==> config.mk <==
export PLATFORM = sky130hd
export DESIGN_NAME = k_subset_combination_generator_unit
export DESIGN_NICKNAME = d
export VERILOG_FILES = /design/src/rtl/core/kscg_pkg.sv /design/src/rtl/core/kscg_cell.sv /design/src/rtl/core/k_subset_combination_generator_unit.sv
export VERILOG_INCLUDE_DIRS = /design/src /design/src/rtl/core
export SDC_FILE = /design/constraint.sdc
export NUM_CORES = 2
export LEC_CHECK = 0
export ABC_AREA = 0
export BUFFER_PORTS_ARGS = -buffer_cell sky130_fd_sc_hd__buf_2
export CORE_MARGIN = 4
export CORE_UTILIZATION = 35
export DETAILED_ROUTE_END_ITERATION = 10
export PLACE_DENSITY = 0.55
export SETUP_SLACK_MARGIN = 0.1
export SYNTH_ARGS = -nofsm -noshare
export SYNTH_HDL_FRONTEND = slang
export SYNTH_SLANG_ARGS = --single-unit
==> constraint.sdc <==
create_clock -name clk -period 10.3 [get_ports clk]
set_clock_uncertainty 0.05 [all_clocks]
set_input_delay 1.03 -clock clk [delete_from_list [all_inputs] [get_ports clk]]
set_output_delay 1.03 -clock clk [all_outputs]
set_load 0.05 [all_outputs]
==> src/rtl/core/k_subset_combination_generator_unit_macros.svh <==
// assertion helpers for the combination generator, clocked on clk, off during reset
`ifndef K_SUBSET_COMBINATION_GENERATOR_UNIT_MACROS_SVH
`define K_SUBSET_COMBINATION_GENERATOR_UNIT_MACROS_SVH

// property that must hold at every edge
`define KSCG_ASSERT(lbl, prop, msg) \
  lbl: assert property (@(posedge clk) disable iff (!rst_n) (prop)) else $error(msg);

// consequence in the cycle after a trigger
`define KSCG_ASSERT_NEXT(lbl, pre, post, msg) \
  lbl: assert property (@(posedge clk) disable iff (!rst_n) (pre) |=> (post)) else $error(msg);

`endif

==> src/rtl/core/kscg_pkg.sv <==
package kscg_pkg;

  localparam int DEF_MAX_SET      = 16;
  localparam int DEF_ELEMENT_BITS = 16;

  localparam int CC_W      = 5;   // choose_count width
  localparam int CFG_IDX_W = 1;
  localparam int ACT_W     = 2;
  localparam int NUM_W     = 64;

  localparam logic [CFG_IDX_W-1:0] CFG_CHOOSE_COUNT = 1'd0;
  localparam logic [CFG_IDX_W-1:0] CFG_DESCENDING   = 1'd1;

  localparam logic [ACT_W-1:0] ACT_LOAD    = 2'd0;
  localparam logic [ACT_W-1:0] ACT_YIELD   = 2'd1;
  localparam logic [ACT_W-1:0] ACT_RESTART = 2'd2;

  // per-cycle command broadcast to every cell
  typedef enum logic [2:0] {
    CELL_HOLD,
    CELL_INSERT,
    CELL_ROTATE,
    CELL_MASK,
    CELL_SORT
  } cell_op_t;

  typedef struct packed {
    cell_op_t op;
    logic     descending;
    logic     phase;
  } cell_ctrl_t;

endpackage

==> src/rtl/core/kscg_cell.sv <==
module kscg_cell #(
  parameter int MAX_SET      = kscg_pkg::DEF_MAX_SET,
  parameter int ELEMENT_BITS = kscg_pkg::DEF_ELEMENT_BITS,
  parameter int CELL_IDX     = 0
) (
  input  logic                             clk,
  input  logic                             rst_n,
  input  kscg_pkg::cell_ctrl_t             ctrl,
  input  logic [$clog2(MAX_SET+1)-1:0]     n,
  input  logic [$clog2(MAX_SET+1)-1:0]     keep_below,
  input  logic [$clog2(MAX_SET+1)-1:0]     lo,
  input  logic [$clog2(MAX_SET+1)-1:0]     hi,
  input  logic signed [ELEMENT_BITS-1:0]   new_val,
  input  logic signed [ELEMENT_BITS-1:0]   left_val,
  input  logic                             left_g,
  input  logic signed [ELEMENT_BITS-1:0]   right_val,
  input  logic                             right_bit,
  input  logic signed [ELEMENT_BITS-1:0]   head_val,
  input  logic                             head_bit,
  output logic signed [ELEMENT_BITS-1:0]   val_o,
  output logic                             bit_o,
  output logic                             g_o
);

  localparam int CNT_W = $clog2(MAX_SET+1);
  localparam logic [CNT_W-1:0] IDX = CNT_W'(CELL_IDX);

  logic signed [ELEMENT_BITS-1:0] val_r, val_nxt;
  logic                           bit_r, bit_nxt;
  logic                           cmp_ins, mask_new;
  logic                           r_act, r_swap, l_act, l_swap;

  always_comb begin
    cmp_ins  = ctrl.descending ? (val_r < new_val) : (val_r > new_val);
    g_o      = (IDX >= n) || cmp_ins;
    mask_new = (IDX < keep_below) ? bit_r : ((IDX >= lo) && (IDX < hi));

    // odd-even transposition: pair with right or left neighbor by phase
    r_act  = (IDX[0] == ctrl.phase) && ((IDX + CNT_W'(1)) < n);
    r_swap = r_act && (ctrl.descending ? (val_r < right_val) : (val_r > right_val));
    l_act  = (IDX[0] != ctrl.phase) && (IDX != '0) && (IDX < n);
    l_swap = l_act && (ctrl.descending ? (left_val < val_r) : (left_val > val_r));

    val_nxt = val_r;
    bit_nxt = bit_r;
    unique case (ctrl.op)
      kscg_pkg::CELL_HOLD: begin
      end
      kscg_pkg::CELL_INSERT: begin
        if (g_o) begin
          val_nxt = left_g ? left_val : new_val;
        end
        bit_nxt = mask_new;
      end
      kscg_pkg::CELL_ROTATE: begin
        if (IDX < n) begin
          if ((IDX + CNT_W'(1)) == n) begin
            val_nxt = head_val;
          end else begin
            val_nxt = right_val;
          end
        end
      end
      kscg_pkg::CELL_MASK: begin
        bit_nxt = mask_new;
      end
      kscg_pkg::CELL_SORT: begin
        if (r_swap) begin
          val_nxt = right_val;
        end else if (l_swap) begin
          val_nxt = left_val;
        end
      end
      default: begin
      end
    endcase
  end

  // mask bit of the rotation travels with the data; kept separate from the value
  logic rot_bit;
  always_comb begin
    rot_bit = bit_nxt;
    if ((ctrl.op == kscg_pkg::CELL_ROTATE) && (IDX < n)) begin
      rot_bit = ((IDX + CNT_W'(1)) == n) ? head_bit : right_bit;
    end
  end

  always_ff @(posedge clk) begin
    val_r <= val_nxt;
    if (!rst_n) begin
      bit_r <= 1'b0;
    end else begin
      bit_r <= rot_bit;
    end
  end

  assign val_o = val_r;
  assign bit_o = bit_r;

endmodule

==> src/rtl/core/k_subset_combination_generator_unit.sv <==
// k-element combination generator over a sorted set of up to MAX_SET signed elements.
// A row of MAX_SET cells holds the set in sorted order (ascending, or descending
// when the descending register is 1) together with the selection mask, one element
// and one mask bit per cell. A load inserts one element (every cell compares
// against the new value and shifts right from the insertion point) and restarts
// at the first combination. A yield walks the row by rotating it past the head
// cell, one position per cycle unless a beat waits on the result side, and sends one
// beat per chosen element with the running decimal number, then steps the mask to
// the previous permutation; an empty combination sends a single empty beat.
// Changing the descending register latches the change, rewinds the mask once the
// unit is idle, then re-sorts the row by odd-even transposition, one neighbor
// exchange per cell per cycle: no item is taken until the re-sort ends;
// configuration writes are taken in any cycle.
module k_subset_combination_generator_unit #(
  parameter int MAX_SET      = kscg_pkg::DEF_MAX_SET,
  parameter int ELEMENT_BITS = kscg_pkg::DEF_ELEMENT_BITS
) (
  input  logic                                 clk,
  input  logic                                 rst_n,
  // configuration port
  input  logic                                 cfg_we,
  input  logic [kscg_pkg::CFG_IDX_W-1:0]       cfg_index,
  input  logic [kscg_pkg::CC_W-1:0]            cfg_data,
  // input channel
  input  logic                                 in_valid,
  output logic                                 in_ready,
  input  logic [kscg_pkg::ACT_W-1:0]           in_action,
  input  logic signed [ELEMENT_BITS-1:0]       in_element_value,
  // result channel
  output logic                                 out_valid,
  input  logic                                 out_ready,
  output logic signed [ELEMENT_BITS-1:0]       out_chosen_element,
  output logic [kscg_pkg::NUM_W-1:0]           out_running_number,
  output logic                                 out_is_empty,
  output logic                                 out_last_of_run
);

`include "k_subset_combination_generator_unit_macros.svh"

  localparam int CNT_W = $clog2(MAX_SET+1);
  localparam int IDX_W = $clog2(MAX_SET);
  localparam int KW    = (CNT_W > kscg_pkg::CC_W) ? CNT_W : kscg_pkg::CC_W;
  localparam int NUM_W = kscg_pkg::NUM_W;

  typedef enum logic [1:0] {
    ST_IDLE,
    ST_SCAN,
    ST_UPD,
    ST_SORT
  } state_t;

  // k saturated to the set size
  function automatic logic [CNT_W-1:0] kmin(input logic [kscg_pkg::CC_W-1:0] c,
                                            input logic [CNT_W-1:0] s);
    logic [KW-1:0] ce;
    logic [KW-1:0] se;
    ce = KW'(c);
    se = KW'(s);
    kmin = (ce < se) ? CNT_W'(c) : s;
  endfunction

  state_t                          state_r;
  logic [CNT_W-1:0]                size_r;
  logic [CNT_W-1:0]                ones_r;     // set bits in the mask
  logic [kscg_pkg::CC_W-1:0]       cc_r;
  logic                            desc_r;
  logic                            pend_r;     // re-sort and restart waiting
  logic [CNT_W-1:0]                pend_k_r;
  logic [IDX_W-1:0]                phase_r;
  // scan bookkeeping
  logic [IDX_W-1:0]                pos_r;
  logic                            prev_r;
  logic                            found_r;
  logic [IDX_W-1:0]                brk_r;      // last set bit followed by a clear one
  logic [CNT_W-1:0]                p1_r;       // set bits up to and including brk_r
  logic [CNT_W-1:0]                seen_r;
  logic [NUM_W-1:0]                num_r;
  // output register
  logic                            out_valid_r;
  logic signed [ELEMENT_BITS-1:0]  out_elem_r;
  logic [NUM_W-1:0]                out_num_r;
  logic                            out_empty_r;
  logic                            out_last_r;

  kscg_pkg::cell_ctrl_t            ctrl;
  logic [CNT_W-1:0]                keep_c, lo_c, hi_c;
  logic [CNT_W-1:0]                k_now, k_ins;
  logic                            desc_chg, in_acc, out_free, advance, full;
  logic                            beat_go;
  logic signed [ELEMENT_BITS-1:0]  head_val;
  logic                            head_bit;
  logic [NUM_W-1:0]                num_nxt;

  logic signed [ELEMENT_BITS-1:0]  val_w [MAX_SET];
  logic [MAX_SET-1:0]              bit_w;
  logic [MAX_SET-1:0]              g_w;
  logic signed [ELEMENT_BITS-1:0]  lval_w [MAX_SET];
  logic signed [ELEMENT_BITS-1:0]  rval_w [MAX_SET];
  logic [MAX_SET-1:0]              lg_w;
  logic [MAX_SET-1:0]              rbit_w;

  assign desc_chg = cfg_we && (cfg_index == kscg_pkg::CFG_DESCENDING) && (cfg_data[0] != desc_r);
  assign in_ready = (state_r == ST_IDLE) && !pend_r && !desc_chg;
  assign in_acc   = in_valid && in_ready;
  assign out_free = !out_valid_r || out_ready;
  assign head_val = val_w[0];
  assign head_bit = bit_w[0];
  // a clear head bit passes without a beat
  assign advance  = !head_bit || out_free;
  // a new beat enters the output register this cycle
  assign beat_go  = (state_r == ST_SCAN) && ((ones_r == '0) ? out_free : (advance && head_bit));
  assign full     = (size_r == CNT_W'(MAX_SET));
  assign k_now    = kmin(cc_r, size_r);
  assign k_ins    = kmin(cc_r, size_r + CNT_W'(1));
  // number * 10 + element, element sign-extended
  assign num_nxt  = (num_r << 3) + (num_r << 1)
                  + {{(NUM_W-ELEMENT_BITS){head_val[ELEMENT_BITS-1]}}, head_val};

  // command for the cell row
  always_comb begin
    ctrl.op         = kscg_pkg::CELL_HOLD;
    ctrl.descending = desc_r;
    ctrl.phase      = phase_r[0];
    keep_c          = '0;
    lo_c            = '0;
    hi_c            = '0;
    unique case (state_r)
      ST_IDLE: begin
        if (pend_r) begin
          ctrl.op = kscg_pkg::CELL_MASK;
          hi_c    = pend_k_r;
        end else if (in_acc) begin
          if (in_action == kscg_pkg::ACT_LOAD) begin
            // a full set drops the element but still restarts
            ctrl.op = full ? kscg_pkg::CELL_MASK : kscg_pkg::CELL_INSERT;
            hi_c    = full ? k_now : k_ins;
          end else if (in_action == kscg_pkg::ACT_RESTART) begin
            ctrl.op = kscg_pkg::CELL_MASK;
            hi_c    = k_now;
          end
        end
      end
      ST_SCAN: begin
        if ((ones_r != '0) && advance) begin
          ctrl.op = kscg_pkg::CELL_ROTATE;
        end
      end
      ST_UPD: begin
        // previous permutation: clear the break bit, pack the tail ones after it
        ctrl.op = kscg_pkg::CELL_MASK;
        if (found_r) begin
          keep_c = CNT_W'(brk_r);
          lo_c   = CNT_W'(brk_r) + CNT_W'(1);
          hi_c   = CNT_W'(brk_r) + (ones_r - p1_r) + CNT_W'(2);
        end else begin
          // last combination wraps to the first
          hi_c   = ones_r;
        end
      end
      ST_SORT: begin
        ctrl.op = kscg_pkg::CELL_SORT;
      end
      default: begin
      end
    endcase
  end

  // neighbor wiring of the row
  for (genvar gi = 0; gi < MAX_SET; gi++) begin : g_link
    if (gi == 0) begin : g_first
      assign lval_w[gi] = in_element_value;
      assign lg_w[gi]   = 1'b0;
    end else begin : g_mid_l
      assign lval_w[gi] = val_w[gi-1];
      assign lg_w[gi]   = g_w[gi-1];
    end
    if (gi == MAX_SET-1) begin : g_last
      assign rval_w[gi] = val_w[gi];
      assign rbit_w[gi] = bit_w[gi];
    end else begin : g_mid_r
      assign rval_w[gi] = val_w[gi+1];
      assign rbit_w[gi] = bit_w[gi+1];
    end

    kscg_cell #(
      .MAX_SET      (MAX_SET),
      .ELEMENT_BITS (ELEMENT_BITS),
      .CELL_IDX     (gi)
    ) u_cell (
      .clk        (clk),
      .rst_n      (rst_n),
      .ctrl       (ctrl),
      .n          (size_r),
      .keep_below (keep_c),
      .lo         (lo_c),
      .hi         (hi_c),
      .new_val    (in_element_value),
      .left_val   (lval_w[gi]),
      .left_g     (lg_w[gi]),
      .right_val  (rval_w[gi]),
      .right_bit  (rbit_w[gi]),
      .head_val   (head_val),
      .head_bit   (head_bit),
      .val_o      (val_w[gi]),
      .bit_o      (bit_w[gi]),
      .g_o        (g_w[gi])
    );
  end

  always_ff @(posedge clk) begin
    if (!rst_n) begin
      state_r     <= ST_IDLE;
      size_r      <= '0;
      ones_r      <= '0;
      cc_r        <= '0;
      desc_r      <= 1'b0;
      pend_r      <= 1'b0;
      pend_k_r    <= '0;
      phase_r     <= '0;
      pos_r       <= '0;
      prev_r      <= 1'b0;
      found_r     <= 1'b0;
      brk_r       <= '0;
      p1_r        <= '0;
      seen_r      <= '0;
      out_valid_r <= 1'b0;
    end else begin
      if (beat_go) begin
        out_valid_r <= 1'b1;
      end else if (out_ready) begin
        out_valid_r <= 1'b0;
      end
      unique case (state_r)
        ST_IDLE: begin
          if (pend_r) begin
            ones_r  <= pend_k_r;
            phase_r <= '0;
            state_r <= ST_SORT;
          end else if (in_acc) begin
            if (in_action == kscg_pkg::ACT_LOAD) begin
              if (!full) begin
                size_r <= size_r + CNT_W'(1);
                ones_r <= k_ins;
              end else begin
                ones_r <= k_now;
              end
            end else if (in_action == kscg_pkg::ACT_YIELD) begin
              pos_r   <= '0;
              prev_r  <= 1'b0;
              found_r <= 1'b0;
              seen_r  <= '0;
              num_r   <= '0;
              state_r <= ST_SCAN;
            end else if (in_action == kscg_pkg::ACT_RESTART) begin
              ones_r <= k_now;
            end
          end
        end
        ST_SCAN: begin
          if (ones_r == '0) begin
            // empty combination: a single beat
            if (out_free) begin
              out_elem_r  <= '0;
              out_num_r   <= '0;
              out_empty_r <= 1'b1;
              out_last_r  <= 1'b1;
              state_r     <= ST_UPD;
            end
          end else if (advance) begin
            if (head_bit) begin
              out_elem_r  <= head_val;
              out_num_r   <= num_nxt;
              out_empty_r <= 1'b0;
              out_last_r  <= (seen_r + CNT_W'(1)) == ones_r;
              num_r       <= num_nxt;
              seen_r      <= seen_r + CNT_W'(1);
            end
            if (prev_r && !head_bit) begin
              found_r <= 1'b1;
              brk_r   <= pos_r - IDX_W'(1);
              p1_r    <= seen_r;
            end
            prev_r <= head_bit;
            pos_r  <= pos_r + IDX_W'(1);
            if (CNT_W'(pos_r) == (size_r - CNT_W'(1))) begin
              state_r <= ST_UPD;
            end
          end
        end
        ST_UPD: begin
          state_r <= ST_IDLE;
        end
        ST_SORT: begin
          phase_r <= phase_r + IDX_W'(1);
          if (phase_r == IDX_W'(MAX_SET-1)) begin
            state_r <= ST_IDLE;
          end
        end
        default: begin
          state_r <= ST_IDLE;
        end
      endcase

      // configuration; a change of order re-sorts the row and restarts
      if (cfg_we) begin
        unique case (cfg_index)
          kscg_pkg::CFG_CHOOSE_COUNT: begin
            cc_r <= cfg_data;
          end
          kscg_pkg::CFG_DESCENDING: begin
            if (desc_chg) begin
              desc_r   <= cfg_data[0];
              pend_k_r <= k_now;
            end
          end
          default: begin
          end
        endcase
      end

      // pending re-sort is raised by an order change, dropped once the row takes it
      if (desc_chg) begin
        pend_r <= 1'b1;
      end else if ((state_r == ST_IDLE) && pend_r) begin
        pend_r <= 1'b0;
      end
    end
  end

  assign out_valid          = out_valid_r;
  assign out_chosen_element = out_elem_r;
  assign out_running_number = out_num_r;
  assign out_is_empty       = out_empty_r;
  assign out_last_of_run    = out_last_r;

  // checks
  `KSCG_ASSERT(a_ones_le_size, ones_r <= size_r, "mask holds more bits than the set")
  `KSCG_ASSERT(a_mask_count, (state_r != ST_IDLE) || pend_r || (CNT_W'($countones(bit_w)) == ones_r), "mask bit count lost")
  `KSCG_ASSERT_NEXT(a_yield_scans, in_acc && (in_action == kscg_pkg::ACT_YIELD), state_r == ST_SCAN, "yield did not start a scan")
  `KSCG_ASSERT_NEXT(a_size_grows, 1'b1, size_r >= $past(size_r), "set size shrank")

endmodule
==> impl_metrics.toml <==
[timing]
layout_setup_ws_ns = 4.95
max_slew.worst_pin.slew_ns = 1.37
setup_viol = 0
slew_viol_final = 0
slew_headroom_pct = 8.28
hold_viol = 0
rsz0062_at_grt = "false"
fin_crit_ns = 5.35
finalCritPeriodShare_pct = 52.0
whs_ns = 0.410
tns_ns = 0
max_freq_mhz = 187

[critical_path]
cp_top_family = "buffers and inverters"
cp_common_cell = "a21o_1"
cpMaxStageDelayCell = "nand3_1"
cp.arrival_ns = 5.75
critPathLaunchType = "input port"
reg2reg_depth = 13
end_kind = "flop"
path_buf_inv = 3
crit_chain = "buf_2 -> inv_1 -> ha_1 -> a21o_1 -> a21o_1 -> a21o_1 -> a21oi_1 -> o221ai_1 -> a2111oi_0 -> or4_1 -> nand3_1 -> nor2_1 -> nor3_2 -> buf_4"
r2r_slack_ns = 5.15
max_stage_delay_ns = 0.76
r2r_end = "out_running_number[63]"
worstPathRequired_ns = 10.70
reg2reg_from = "g_link[0].u_cell.val_o[11]"
criticalPathCategory = "in -> reg"
crit_path_max_fanout = 18

[routing]
routedWlPerCell_um = 28.0
drtIter0Drc = 4319
route.met3.wl_mm = 17.5
topRoutingLayerUsed = "met5"
met2_length_mm = 79.1
drc = 0
firstDrtPassIters = 7
drtAntennaViolNets = 0
met1_length_mm = 76.6
via_per_inst = 6.16
postRouteWirelength_mm = 185
vias = 40800

[global_routing]
grt_pass1_wl_mm = 269
grt_max_degree = 150
grt_pass1_vias = 39000
grt_util_all_layers_pct = 26.9
antenna_found_initial = 5
grt-ovfl-total = 0

[synth]
synth-seq-cells = 465
avgSynthCellArea_um2 = 9.10
synth_enable_flop_cells = 400
syn_inst = 4919
synth_nets = 5594
yosys_warnings = 0
synth_ff_type = "edfxtp_1"
synth_cell_types = 100
ys_seq_area_share_pct = 29.7
async_flop_share_pct = 0
netlist_area_um2 = 44800

[worst_hold_path]
hold_path_end = "p1_r[2]"
min_path_type = "reg -> reg"
holdCritStartpoint = "p1_r[2]"
holdPathStages = 2

[placed_design]
port-buffer-count = 112
place_ws_ns = 4.42
dp_cells = 6508
dp_hpwl_mm = 132
gp_congestion = 0.990

[finish]
layout_commonest_cell = "ha_1"
layout-drive-gt1-share_pct = 8.62
nFillCells = 12600
most-common-layout-cells = "ha_1, nand2_1, edfxtp_1"
multi_input_area_um2 = 29200
stdcell_count = 6620
syn_to_final_growth_pct = 10.3
nets = 5595
seq_area_um2 = 13300

[pwr]
peakVddDrop_v = 0.000163
switching_share_pct = 33.9
p_clk_share_pct = 37.6
p_leak_uw = 0.0212
seqPwrFrac_pct = 38.4
combPwrFrac_pct = 24.0
finalPower_uw = 5980
power.density_nw_per_um2 = 121
power.switching_uw = 2030
intPower_uw = 3960

[floorplanning]
coreArea_um2 = 126000
io_pins = 113
die_w_um = 366
rows = 130
die_y_um = 366
initial_core_util_pct = 35.4
dieArea_um2 = 134000

[run]
maxCapViolations = 0

[clocking]
cts_tree = "yes"
h-tree-depth = 2
clockBufferDepth = 3
cts_sinks = 465
ctsHoldBuffers = 0
post_cts.repair.setup_buffers = 0
worstSkewPairLatency_ns = 0.72
cts_buffers = 60
root_buffer = "clkbuf_16"
clk_pin_slew_ns = 0.06
cts_resized = 0

[outcome]
status = "finished, final reports clean"
tightest hold or removal path, cell delays in order (launching register included):
cell,delay (ns)
dfxtp_1,0.31
nand2_1,0.05
a21oi_1,0.05
per-stage QoR:
| step | util (%) | instance area (um^2) |
|---|---|---|
| floorplan | - | 44800 |
| global placement | 37.5 | 47400 |
| detailed placement | 37.5 | 47400 |
| CTS | 39.1 | 49400 |
| global route | 39.1 | 49400 |
| finish | 39.1 | 49400 |
cell type report:
class,instances,share of cell area [%]
tap,1650,4.18
timing repair buffer,231,2.99
inverter,333,2.53
multi-input combinational,3829,59.2
sequential,465,27.0
antenna,2,0.0101
clock buffer,78,3.36
clock inverter,32,0.757
synthesized netlist by cell type (11+ instances only):
master / instances / area (um^2)
nor3_1: 56 / 280
dfxtp_1: 65 / 1300
o221ai_1: 95 / 832
a21o_1: 182 / 1370
nand3_1: 83 / 415
o31ai_1: 20 / 150
buf_1: 22 / 82.6
fa_1: 65 / 1300
a221o_1: 67 / 671
o2111ai_1: 18 / 158
xnor2_1: 47 / 412
and2_1: 34 / 213
edfxtp_1: 400 / 12000
nor2b_1: 61 / 382
o21ai_0: 282 / 1410
inv_1: 328 / 1230
a211oi_1: 35 / 263
o211ai_1: 21 / 158
a2111oi_0: 11 / 96.3
a22o_1: 67 / 587
o311ai_0: 19 / 166
o22ai_1: 11 / 68.8
xor2_1: 41 / 359
a31oi_1: 45 / 282
o2bb2ai_1: 16 / 140
nor2_1: 381 / 1430
buf_2: 41 / 205
ha_1: 581 / 7270
nand2_1: 405 / 1520
mux2i_1: 368 / 3680
o21a_1: 48 / 360
a21oi_1: 343 / 1720
or3_1: 15 / 93.8
nand4_1: 94 / 588
mux2_2: 19 / 214
clkbuf_1: 224 / 841
a22oi_1: 22 / 165
and3_1: 23 / 144
and4_1: 29 / 254
nor4_1: 29 / 181
nand2b_1: 21 / 131
registers in the layout (all words and copies together), names as in the netlist, 2 cells and up:
signal and flops:
g_link.u_cell.val_o 256, out_running_number 64, num_r 63, g_link.u_cell.bit_o 16, out_chosen_element 15, cc_r 5
ones_r 5, p1_r 5, pend_k_r 5, seen_r 5, size_r 5, brk_r 4
phase_r 4, pos_r 4, state_r 2
power by group through the flow:
stage,Clock (uW),Combinational (uW),Sequential (uW)
final,2250,1440,2300
after global routing,2340,1580,2300
after CTS,2270,1420,2290
after detailed placement,0,1410,2330
after global placement,0,1390,2330
after floorplan,0,940,2300
worst max-delay path by stage:
stage	to	slack (ns)	cells after the start	from
floorplan	g_link[8].u_cell.val_o[0]	3.62	13	in_element_value[15]
global placement	g_link[1].u_cell.val_o[4]	4.32	14	in_element_value[8]
detailed placement	g_link[1].u_cell.val_o[5]	4.42	14	in_element_value[8]
CTS	g_link[1].u_cell.val_o[5]	5.11	14	in_element_value[8]
global route	g_link[1].u_cell.val_o[5]	4.77	14	in_element_value[8]
finish	g_link[1].u_cell.val_o[5]	4.95	14	in_element_value[8]
kinds of logic after synthesis:
group           Yosys count  share of synthesized area [%]
mux                     388                           8.74
flops                   465                           29.7
fa+ha+maj               647                           19.2
compound gates         1411                           21.4
buf+inv                 625                           5.40
simple gates           1292                           13.7
xor+xnor                 91                           1.86
routing by layer:
metal | up-vias | GRT usage [%]
met5 | - | 0
met4 | 4 | 14.3
met3 | 499 | 5.66
met2 | 2069 | 41.1
met1 | 19800 | 35.8
li1 | 18500 | -
No activity file was read; power rests on OpenSTA's default activity.
